## config.mk

```make
export PLATFORM = sky130hd
export DESIGN_NAME = rrwlt_front
export DESIGN_NICKNAME = d
export VERILOG_FILES = /design/src/hdl/rrwlt_pkg.sv /design/src/hdl/rrwlt_front.sv
export SDC_FILE = /design/constraint.sdc
export NUM_CORES = 1
export LEC_CHECK = 0
export BUFFER_PORTS_ARGS = -buffer_cell sky130_fd_sc_hd__buf_2
export CAP_MARGIN = 20
export CORE_MARGIN = 10
export CORE_UTILIZATION = 34
export DETAILED_ROUTE_END_ITERATION = 16
export GPL_TIMING_DRIVEN = 0
export PLACE_DENSITY = 0.91
export SLEW_MARGIN = 20
export SYNTH_ARGS = -nofsm -noshare
export SYNTH_HDL_FRONTEND = slang
export SYNTH_SLANG_ARGS = --single-unit
```

## constraint.sdc

```tcl
create_clock -name vclk -period 2.1
set_input_delay 0.21 -clock vclk [all_inputs]
set_output_delay 0.21 -clock vclk [all_outputs]
set_load 0.03 [all_outputs]
```

## src/hdl/rrwlt_pkg.sv

```systemverilog
// Shared types and constants for the random walk local time histogram engine.
// Depends on nothing; the design files refer to it by scoped names, the testbench files import it.
`default_nettype none

package rrwlt_pkg;

    // Default sizes handed to the top level parameters.
    localparam int NUM_BINS_DEF    = 4096;
    localparam int QUEUE_DEPTH_DEF = 2;

    // Fixed field widths.
    localparam int CFG_IDX_W  = 3;
    localparam int CFG_DATA_W = 32;
    localparam int HIST_W     = 32;
    localparam int COUNT_W    = 24;
    localparam int DIV_W      = 16;
    localparam int BIN_OUT_W  = 12;

    // Configuration register indexes.
    typedef enum logic [CFG_IDX_W-1:0] {
        REG_RESET_THRESHOLD = 3'd0,
        REG_DRIFT_STEP      = 3'd1,
        REG_NOISE_SCALE     = 3'd2,
        REG_RESET_POSITION  = 3'd3,
        REG_WINDOW_HALF     = 3'd4,
        REG_STEPS_PER_RUN   = 3'd5,
        REG_COUNTS_PER_BIN  = 3'd6
    } cfg_reg_t;

    // Request type of an input item.
    typedef enum logic {
        OP_STEP = 1'b0,
        OP_READ = 1'b1
    } op_t;

    // Kind of a result item.
    typedef enum logic [1:0] {
        KIND_STEP    = 2'd0,
        KIND_RUN_END = 2'd1,
        KIND_READ    = 2'd2
    } kind_t;

    // Input request payload.
    typedef struct packed {
        op_t                req_type;
        logic [31:0]        reset_draw;
        logic signed [15:0] gauss_sample;
        logic [11:0]        read_bin;
    } in_item_t;

    // Result payload.
    typedef struct packed {
        kind_t              result_kind;
        logic signed [31:0] walk_position;
        logic [11:0]        bin_index;
        logic [31:0]        bin_value;
    } out_item_t;

    // Configuration register file.
    typedef struct packed {
        logic [31:0]        reset_threshold;
        logic signed [31:0] drift_step;
        logic [23:0]        noise_scale;
        logic signed [31:0] reset_position;
        logic [30:0]        window_half;
        logic [23:0]        steps_per_run;
        logic [15:0]        counts_per_bin;
    } cfg_t;

    localparam cfg_t CFG_RESET = '{
        reset_threshold: 32'd257698,
        drift_step:      32'sd0,
        noise_scale:     24'd167772,
        reset_position:  32'sd16777216,
        window_half:     31'd83886,
        steps_per_run:   24'd100001,
        counts_per_bin:  16'd10
    };

    // Classified request as it travels through the queue.
    typedef struct packed {
        op_t                op;
        logic               take_reset;
        logic signed [15:0] gauss_sample;
        logic [11:0]        read_bin;
        logic               bin_valid;
    } q_item_t;

endpackage

`default_nettype wire

```

## src/hdl/rrwlt_front.sv

```systemverilog
// Front part: accepts requests and classifies them for the back part.
// Depends on rrwlt_pkg for the request and queue item types.
`default_nettype none

module rrwlt_front #(
    parameter int NUM_BINS = rrwlt_pkg::NUM_BINS_DEF
) (
    input  logic                 s_valid,
    output logic                 s_ready,
    input  rrwlt_pkg::in_item_t  s_data,
    input  logic [31:0]          reset_threshold,
    input  logic                 clearing,
    input  logic                 q_full,
    output logic                 q_push,
    output rrwlt_pkg::q_item_t   q_item
);

    // Requests wait while the histogram is cleared or the queue is full.
    assign s_ready = !clearing && !q_full;
    assign q_push  = s_valid && s_ready;

    // Decide the reset draw and the bin range check up front.
    always_comb begin
        q_item.op           = s_data.req_type;
        q_item.take_reset   = (s_data.reset_draw < reset_threshold);
        q_item.gauss_sample = s_data.gauss_sample;
        q_item.read_bin     = s_data.read_bin;
        q_item.bin_valid    = (32'(s_data.read_bin) < 32'(NUM_BINS));
    end

endmodule

`default_nettype wire

```

# After elaboration in Yosys (flattened, before gate mapping)
# Index checks and enable logic that the tools add are counted.
word_totals:
  regBits: 0
  output_inout_bits: 33
  inputBits: 96
  wordCells: 5
classes:
  n_reduce_logical: 4
  magnitude_cmp: 1
op_table:
  columns: ["cell", "count"]
  rows:
  - ["< comparator 32 bit", 1]
  - ["logical AND 1 bit", 2]
  - ["zero test 1 bit", 2]

# Depth between registers and ports, before layout
depth:
  ltp_word: 3
  mapped_depth: 7
  depth_no_buf: 7

# Least setup slack after synthesis
# No wires, ideal clock.
synth_path:
  path_type: "input-to-output"
  start: "input reset_threshold[29]"
  end: "output q_item[29] in the netlist's numbering"
  cell_stages: 7
  required_time_ns: 1.890
  arrival_ns: 1.626
  n_path_buf: 0
  setup_slack_ns: 0.264
  path_cell_list: "inv_1 ha_1 a21o_1 a21o_1 a221oi_1 o21ai_0 a21oi_1"
synth_lines:
  columns: ["element", "line_no", "rtl"]
  rows:
  - ["from (decl)", "rrwlt_front.sv:11", "input logic [31:0] reset_threshold,"]
  - ["to (decl)", "rrwlt_front.sv:15", "output rrwlt_pkg::q_item_t q_item"]

==> impl_metrics.ini <==
[logic_synthesis]
syn_nets = 271
synth_top_family_by_area = adder cells
yosysTopAreaCell = ha_1
yosys_warnings = 0
synth-seq-area-share_pct = 0
synth_mux_area_share_pct = 0
synth_cells = 144
synthAdderAreaFrac_pct = 38.0
post_synth.cell_area_avg_um2 = 7.08
synth_area_um2 = 1020
synth.most_common_cell = inv_1
synth_xor_area_share_pct = 0
synthTopCellsByCount = inv_1 (32), ha_1 (31), buf_4 (30)
synth.top_cell.area_share_pct = 38.0
synthSimpleGateAreaFrac_pct = 11.8
synth-compound-area-share_pct = 16.0
ys_types = 20
synth_area_leaders = ha_1 (38%), buf_4 (22%), inv_1 (12%), a21oi_1 (5.9%), nand2_1 (3.7%)

[cells_and_area]
seq_area_um2 = 0
seq_cell_count = 0
multi_input_area_um2 = 674
drive_gt1_share_pct = 53.5
n_fill_cell = 279
num_antenna_cells = 0
fin_cells = 274
nClkBuffers = 0
finalNetCount = 372
areaGrowthSynthToFinish_pct = 52.4

[clock_network]
cts_setup_buffers = 0
cts-resized-gates = 0
postCtsHoldBufs = 0

[global_route]
grt_max_degree = 4
grt_pass1_vias = 1326
grt_overflow_total = 0
antenna_found_initial = 0
grt_pass1_wl_um = 5330
grt_use_total_pct = 11.2

[power]
power.density_nw_per_um2 = 215
p_leak_uw = 0.00105
vdd_ir_drop_max_uv = 125

[setup_path]
critPathRequiredTime_ns = 1.89
slowest_stage = or4_1
worst-path-buf-inv = 3
critPathKind = in2out
worstPathMaxFanout = 3
cp_cell_sequence = buf_2 > inv_1 > ha_1 > nand4_1 > or4_1 > o211ai_2 > a21oi_1 > buf_2
startpoint_type = primary input
max_stage_delay_ns = 0.56
critical_path_arrival_ns = 1.77
crit_family = simple AND/OR/NAND/NOR gates
cpMostUsedCell = buf_2
critPathCaptureType = output port

[sta]
post-route-period-util_pct = 94.1
hold_viol = 0
fin_crit_ns = 1.98
fin_tns_setup_ns = 0
rsz0062_at_grt = no
setup_viol = 0
slew_violations = 0
fmax_mhz = 506

[floorplanning]
pin_count = 129
die_area_um2 = 5590
rows = 19
start_util_pct = 36.4
core_um2 = 2810
die_h_um = 74.8
die-width_um = 74.8

[detailed_routing]
vias = 1215
vias_per_cell = 4.43
drtIter0Drc = 15
wirelength_um = 3580
wl_per_cell_um = 13.1
firstDrtPassIters = 2
ant_nets = 0
drc_errors = 0

[job]
cap_violations = 0

[placed_design]
io_buffers = 99
dp.cells = 274
hpwl_um = 3540
finalWeightedCongestion = 0.729

[worst_hold_path]
hp-class = in2out

[status]
status = finished, final reports clean
through the flow:
step	hold WS [ns]	util (%)	power (uW)	setup WS [ns]	instance area (um^2)
final	0.673	55.4	334	0.124	1550
after CTS	0.677	55.4	340	0.0870	1550
after global placement	0.675	55.4	328	0.123	1550
after global routing	0.678	55.4	377	0.0153	1550
after floorplan	0.532	-	220	0.264	1020
after detailed placement	0.676	55.4	339	0.0890	1550
layer usage:
layer,GRT usage [%],part of all wire [%],vias to the layer above
li1,-,-,647
met1,9.27,31,511
met2,25.0,57,55
met3,4.07,11,2
met4,0.630,0.70,0
met5,0,0,-
layout by cell type (no fill, tap or decap), types with 2 or more instances in the layout:
cell type | Yosys | layout
and4_1 | 3 | 3
buf_4 | 30 | 30
nand3_1 | 2 | 2
a221oi_1 | 2 | 2
a21oi_1 | 12 | 12
o21a_1 | 2 | 2
nor2_1 | 4 | 4
ha_1 | 31 | 31
nand2_1 | 10 | 10
a21o_1 | 2 | 2
o21ai_0 | 5 | 5
inv_1 | 32 | 32
nand4_1 | 2 | 2
buf_2 | 0 | 99
where the power goes:
| group | internal, uW | switching, uW | leakage, uW | total (uW) |
|---|---|---|---|---|
| clock | 0 | 0 | 0 | 0 |
| combinational | 161 | 173 | 0.00105 | 334 |
| sequential | 0 | 0 | 0 | 0 |
| total | 161 | 173 | 0.00105 | 334 |
final cells by class:
type / instances / share of cell area, %
tap: 31 / 2.50
inverter: 32 / 7.73
multi-input combinational: 82 / 43.4
buffer: 30 / 14.5
timing repair buffer: 99 / 31.9
final timing paths:
path                             from         end  slack, ns  cells after the start
hold / removal             s_data[16]  q_item[17]       0.67                      2
setup / recovery  reset_threshold[14]  q_item[29]       0.12                      8
cell families (layout without fill, tap and decap cells):
| kind of cell | count (synthesis) | after routing |
|---|---|---|
| AND/OR/NAND/NOR | 24 | 24 |
| AO/OA/AOI/OAI | 26 | 26 |
| other | 1 | 1 |
| buffers and inverters | 62 | 161 |
| adder cells (fa/ha/maj) | 31 | 31 |
(Power assumes the default switching activity.)
