$ cat config.mk
export PLATFORM = sky130hd
export DESIGN_NAME = rrwlt_fifo
export DESIGN_NICKNAME = d
export VERILOG_FILES = /design/src/hdl/rrwlt_pkg.sv /design/src/hdl/rrwlt_fifo.sv
export SDC_FILE = /design/constraint.sdc
export NUM_CORES = 1
export LEC_CHECK = 0
export BUFFER_PORTS_ARGS = -buffer_cell sky130_fd_sc_hd__clkbuf_2
export CORE_AREA = 2 2 39 41
export DETAILED_ROUTE_END_ITERATION = 12
export DIE_AREA = 0 0 41 43
export PLACE_DENSITY_LB_ADDON = 0.05
export SYNTH_ARGS = -nofsm -noshare
export SYNTH_HDL_FRONTEND = slang
export SYNTH_SLANG_ARGS = --single-unit
$ cat constraint.sdc
create_clock -name aclk -period 0.95 [get_ports aclk]
set_clock_uncertainty 0.1 [all_clocks]
set_input_delay 0.0475 -clock aclk [delete_from_list [all_inputs] [get_ports aclk]]
set_output_delay 0.0475 -clock aclk [all_outputs]
set_load 0.005 [all_outputs]
$ cat src/hdl/rrwlt_pkg.sv
// Shared types and constants for the random walk local time histogram engine.
// Depends on nothing; the design files refer to it by scoped names, the testbench files import it.
`default_nettype none

package rrwlt_pkg;

    // Default sizes handed to the top level parameters.
    localparam int NUM_BINS_DEF    = 4096;
    localparam int QUEUE_DEPTH_DEF = 2;

    // Fixed field widths.
    localparam int CFG_IDX_W  = 3;
    localparam int CFG_DATA_W = 32;
    localparam int HIST_W     = 32;
    localparam int COUNT_W    = 24;
    localparam int DIV_W      = 16;
    localparam int BIN_OUT_W  = 12;

    // Configuration register indexes.
    typedef enum logic [CFG_IDX_W-1:0] {
        REG_RESET_THRESHOLD = 3'd0,
        REG_DRIFT_STEP      = 3'd1,
        REG_NOISE_SCALE     = 3'd2,
        REG_RESET_POSITION  = 3'd3,
        REG_WINDOW_HALF     = 3'd4,
        REG_STEPS_PER_RUN   = 3'd5,
        REG_COUNTS_PER_BIN  = 3'd6
    } cfg_reg_t;

    // Request type of an input item.
    typedef enum logic {
        OP_STEP = 1'b0,
        OP_READ = 1'b1
    } op_t;

    // Kind of a result item.
    typedef enum logic [1:0] {
        KIND_STEP    = 2'd0,
        KIND_RUN_END = 2'd1,
        KIND_READ    = 2'd2
    } kind_t;

    // Input request payload.
    typedef struct packed {
        op_t                req_type;
        logic [31:0]        reset_draw;
        logic signed [15:0] gauss_sample;
        logic [11:0]        read_bin;
    } in_item_t;

    // Result payload.
    typedef struct packed {
        kind_t              result_kind;
        logic signed [31:0] walk_position;
        logic [11:0]        bin_index;
        logic [31:0]        bin_value;
    } out_item_t;

    // Configuration register file.
    typedef struct packed {
        logic [31:0]        reset_threshold;
        logic signed [31:0] drift_step;
        logic [23:0]        noise_scale;
        logic signed [31:0] reset_position;
        logic [30:0]        window_half;
        logic [23:0]        steps_per_run;
        logic [15:0]        counts_per_bin;
    } cfg_t;

    localparam cfg_t CFG_RESET = '{
        reset_threshold: 32'd257698,
        drift_step:      32'sd0,
        noise_scale:     24'd167772,
        reset_position:  32'sd16777216,
        window_half:     31'd83886,
        steps_per_run:   24'd100001,
        counts_per_bin:  16'd10
    };

    // Classified request as it travels through the queue.
    typedef struct packed {
        op_t                op;
        logic               take_reset;
        logic signed [15:0] gauss_sample;
        logic [11:0]        read_bin;
        logic               bin_valid;
    } q_item_t;

endpackage

`default_nettype wire

$ cat src/hdl/rrwlt_fifo.sv
// Short request queue between the front and back parts of the engine.
// Depends on rrwlt_pkg for its default depth.
`default_nettype none

module rrwlt_fifo #(
    parameter int WIDTH = 1,
    parameter int DEPTH = rrwlt_pkg::QUEUE_DEPTH_DEF
) (
    input  logic             aclk,
    input  logic             aresetn,
    input  logic             push,
    input  logic [WIDTH-1:0] push_data,
    output logic             full,
    input  logic             pop,
    output logic [WIDTH-1:0] head,
    output logic             empty
);

    localparam int PTR_W = $clog2(DEPTH);
    localparam int CNT_W = $clog2(DEPTH + 1);
    localparam logic [PTR_W-1:0] PTR_LAST = PTR_W'(DEPTH - 1);

    logic [WIDTH-1:0] slot_reg [DEPTH];
    logic [PTR_W-1:0] wr_ptr_reg, wr_ptr_next;
    logic [PTR_W-1:0] rd_ptr_reg, rd_ptr_next;
    logic [CNT_W-1:0] count_reg, count_next;

    // Pointer wrap and occupancy update.
    always_comb begin
        wr_ptr_next = wr_ptr_reg;
        rd_ptr_next = rd_ptr_reg;
        count_next  = count_reg;
        if (push) begin
            wr_ptr_next = (wr_ptr_reg == PTR_LAST) ? '0 : wr_ptr_reg + 1'b1;
        end
        if (pop) begin
            rd_ptr_next = (rd_ptr_reg == PTR_LAST) ? '0 : rd_ptr_reg + 1'b1;
        end
        unique case ({push, pop})
            2'b10:   count_next = count_reg + 1'b1;
            2'b01:   count_next = count_reg - 1'b1;
            default: count_next = count_reg;
        endcase
    end

    always_ff @(posedge aclk) begin
        if (!aresetn) begin
            wr_ptr_reg <= '0;
            rd_ptr_reg <= '0;
            count_reg  <= '0;
        end else begin
            wr_ptr_reg <= wr_ptr_next;
            rd_ptr_reg <= rd_ptr_next;
            count_reg  <= count_next;
        end
    end

    // Entry storage needs no reset.
    always_ff @(posedge aclk) begin
        if (push) begin
            slot_reg[wr_ptr_reg] <= push_data;
        end
    end

    assign head  = slot_reg[rd_ptr_reg];
    assign full  = (count_reg == CNT_W'(DEPTH));
    assign empty = (count_reg == '0);

endmodule

`default_nettype wire

Word-level counts from Yosys, hierarchy flattened:

Memory sizes are Yosys's and may differ from the RTL's. A register that Yosys moved wholly into a read port is not among the register bits.
Index checks and enable logic that the tools add are counted.

* flip-flop bits (word level): 4
* memory bits (writable): 2
* input bits: 5
* output and inout port bits: 3
* logic and storage cells: 20
* memories: 1

* $add $sub $neg: 4
* equal/unequal tests: 3
* multiplexer cells: 7
* reduce and logical (&&, ||, !) cells: 2

Memories
* slot_reg: depth 2, width 1, rd ports 1, clocked after Yosys merged registers in 1, wr ports 1, RTL line rrwlt_fifo.sv:23 `logic [WIDTH-1:0] slot_reg [DEPTH];`

Operators by type and width (count)
* two-way mux 1 bit: 6
* equality test 2 bit (second input constant): 2
* one-hot mux 2 bit (2 select lines): 1
* adder 1 bit (second input constant): 2
* adder 2 x 1 -> 2 bit (second input constant): 1
* equality test 2 x 1 -> 1 bit (second input constant): 1
* logical NOT 2 bit: 1
* nonzero test 2 bit: 1
* subtractor 2 x 1 -> 2 bit (second input constant): 1

Depth between registers and ports, before layout:

* word-level depth: 4
* gate-level depth with buffers: 5
* mapped depth without buffers: 5

Worst setup path before layout:

Ideal clock, no wire load.

* kind: reg2reg
* start point: register count_reg[0]
* end point: register count_reg[1]
* data arrival time: 0.864 ns
* path slack: -0.084 ns
* cell stages (with the launch flop): 4
* buffers on the path: 0
* period minus slack after synthesis: 1.034 ns
* path through: dfxtp_1 -> xnor2_1 -> or3_1 -> a21boi_1

* cells in the longest elaborated chain, start to end: 2

Ends and longest elaborated chain
* start: declaration: RTL line rrwlt_fifo.sv:26 `logic [CNT_W-1:0] count_reg, count_next;`
* start signal: assignment: RTL line rrwlt_fifo.sv:54 `count_reg <= count_next;`
* subtractor 2 x 1 -> 2 bit / adder 2 x 1 -> 2 bit (equally long branches): RTL line rrwlt_fifo.sv:41, rrwlt_fifo.sv:40
* one-hot mux 2 bit (2 select lines) *: RTL line rrwlt_fifo.sv:39 `unique case ({push, pop})`

Mark *: on every way between the ends. The rest lies on a longest branch, timed or not.
A chain may end at the register's enable or synchronous reset.

Worst setup path after layout:

* start point: register count_reg[0]
* end point: output port full

* cells in the longest elaborated chain, start to end: 1

Ends and longest elaborated chain
* equality test 2 bit: RTL line rrwlt_fifo.sv:66 `assign full = (count_reg == CNT_W'(DEPTH));`
* end: declaration: RTL line rrwlt_fifo.sv:13 `output logic full,`

No other way between the ends.

==> run metrics <==
num ports 8; placed cells 52; largest net degree at the start of global routing 6; CP peak stage delay 340 ps; register area share after synthesis 55.65%; Row Count 14; Worst R2R Start count_reg[0]; Final Hold Viols 0; crit path from count_reg[0]; vias in the first global route 242; Chip Width 41 um; Netlist cell types 15; total number of vias 230; status complete, but fails checks; First-pass DRT Iterations 1; Worst EP required 800 ps; fin crit share 121.2%; Via density 3.898; initial core utilization 20.80%; Synth Cell Area 287.8 um^2; all-layer global routing usage 8.350%; Starting DRT DRC Count 0; RSZ-0062 raised after global routing true; HP Class input pin to flop; CP Data Arrival Time 1000 ps; Crit Path Max Fanout 3; #FFs+latches synth 7; MaxCap Viol Count 0; yosys warns 0; grt total ovfl 0; Post-DP HPWL 417.2 um; IO buf count 7; Max-slew headroom 87.60%; Max Slew Vio Count 0; Final TNS setup -624.0 ps; n_diodes 0; first-pass GRT wire length 897 um; Worst setup SP type flop; Clk Latency, worst-skew pair 250 ps; Detailed Route WL 549 um; core box area 0.001384 mm^2; Area Overhead vs Synth 50.43%; nets@finish 50; Clk pin slew, worst setup/hold paths 50 ps; RD Place Congestion 0.6265; # clock sinks 7; CTS tree yes; Max rail drop VDD 0.7126 mV; setup ws final -201.3 ps; PwrDens 1811 mW/mm^2; Hold Startpoint push; crit-path cells buf_6 > and2b_2 > clkbuf_2; Die ar. 0.001763 mm^2; slowest CP cell dfxtp_2; kind of critical path flop to output pin; Remaining DRCs 0; Worst-Margin Slew 184.7 ps; die height 43 um; Routed wire per std cell 9.305 um; Setup Viol. Count Final 5; Final Non-Filler Cells 59; Critical Path Sink Type output pin; syn_nets 31; mean area per synthesized cell 11.51 um^2; antenna violations before repair 0; share of cells above drive strength 1 44.19%; root buffer cell clkbuf_4; cell count after synthesis 25; failing checks setup timing; post-route ant nets 0; clock buffer depth 2; min Tclk post-route 1151 ps; CTS H-Tree Depth 1; leak pwr 0.1948 nW; Inserted Clock Buffers 3; FMAX 868.6 MHz
what timing repair did:
item                                    4_1_cts  5_1_grt
cloned                                        0        0
setup buffers                                 1        0
pin swaps                                     1        0
hold buffers                                  2        0
endpoints found under the setup margin        4        5
hold endpoints to repair                      7        0
resized for setup                             2        0
cells in the final DEF (no fill, tap or decap):
master and n:
a21boi_1 1, and2_1 4, and2b_2 1, buf_4 4, buf_6 1, clkbuf_1 1
clkbuf_2 7, clkbuf_4 3, dfxtp_1 3, dfxtp_2 2, dlygate4sd3_1 2, edfxtp_1 2
ha_1 1, inv_1 1, mux2_2 1, nor2_1 2, nor2b_1 1, o21a_1 1
o21ai_0 1, or3_1 1, xnor2_1 2, xor2_1 1
per-stage QoR:
step | setup WS [ps] | instance area, um^2 | total power [mW] | hold slack, ps | utilization, %
after detailed placement | -173.7 | 374.1 | 0.5008 | 143.7 | 27.03
after global routing | -233.7 | 432.9 | 0.8394 | 44.46 | 31.28
final | -201.3 | 432.9 | 0.7839 | 28.12 | 31.28
after global placement | -159.0 | 374.1 | 0.4948 | 137.8 | 27.03
after CTS | -209.3 | 432.9 | 0.8072 | 22.39 | 31.28
after floorplan | -52.72 | 289.0 | 0.4308 | 46.37 | -
per-layer routing:
metal / track usage, % / vias to the layer above / routed length, um
li1: - / 118 / -
met1: 7.443 / 107 / 206
met2: 12.19 / 5 / 305
met3: 7.853 / 0 / 37
met4: 4.000 / 0 / 0
met5: 0 / - / 0
final cells by class:
cell class	count	area (um^2)
Tap cell	16	20.02
Sequential cell	7	162.7
Clock buffer	4	26.28
Inverter	1	3.754
Multi-Input combinational cell	17	123.9
Fill cell	150	950.9
Timing Repair Buffer	14	96.34
Yosys cell counts:
library cell | number | area share, %
a21boi_1 | 1 | 2.6
and2_1 | 4 | 8.7
and2b_2 | 1 | 3.0
dfxtp_1 | 5 | 35
edfxtp_1 | 2 | 21
ha_1 | 1 | 4.3
inv_1 | 1 | 1.3
mux2_2 | 1 | 3.9
nor2_1 | 2 | 2.6
nor2b_1 | 1 | 2.2
o21a_1 | 1 | 2.6
o21ai_0 | 1 | 1.7
or3_1 | 1 | 2.2
xnor2_1 | 2 | 6.1
xor2_1 | 1 | 3.0
power by group:
| group | leakage, nW | internal [mW] | total, mW | switching [mW] |
|---|---|---|---|---|
| clock network | 0.0150 | 0.160 | 0.268 | 0.108 |
| logic | 0.119 | 0.103 | 0.161 | 0.0587 |
| registers | 0.0608 | 0.340 | 0.354 | 0.0148 |
| total | 0.195 | 0.602 | 0.784 | 0.181 |
critical path, delay by kind of cell, from the launching register on:
| kind | cells | cell delay [ps] |
|---|---|---|
| flip-flops | 1 | 340 |
| AND/OR/NAND/NOR | 1 | 200 |
| buffers and inverters | 2 | 210 |
logic make-up (layout without fill, tap and decap cells):
kind of cell / after synthesis / in the layout / share of synthesized area (%)
fa+ha+maj: 1 / 1 / 4.347
simple gates: 9 / 9 / 18.70
mux: 1 / 1 / 3.913
buf+inv: 1 / 19 / 1.303
compound gates: 3 / 3 / 6.957
flops: 7 / 7 / 55.65
xor+xnor: 3 / 3 / 9.132
worst paths after layout:
| check | endpoint | slack (ps) | cells after the start |
|---|---|---|---|
| max | full | -200 | 3 |
| min | wr_ptr_reg | 30 | 3 |
| max reg2reg | count_reg[1] | -100 | 3 |
| min reg2reg | count_reg[1] | 420 | 2 |
No activity file was read; power rests on OpenSTA's default activity.
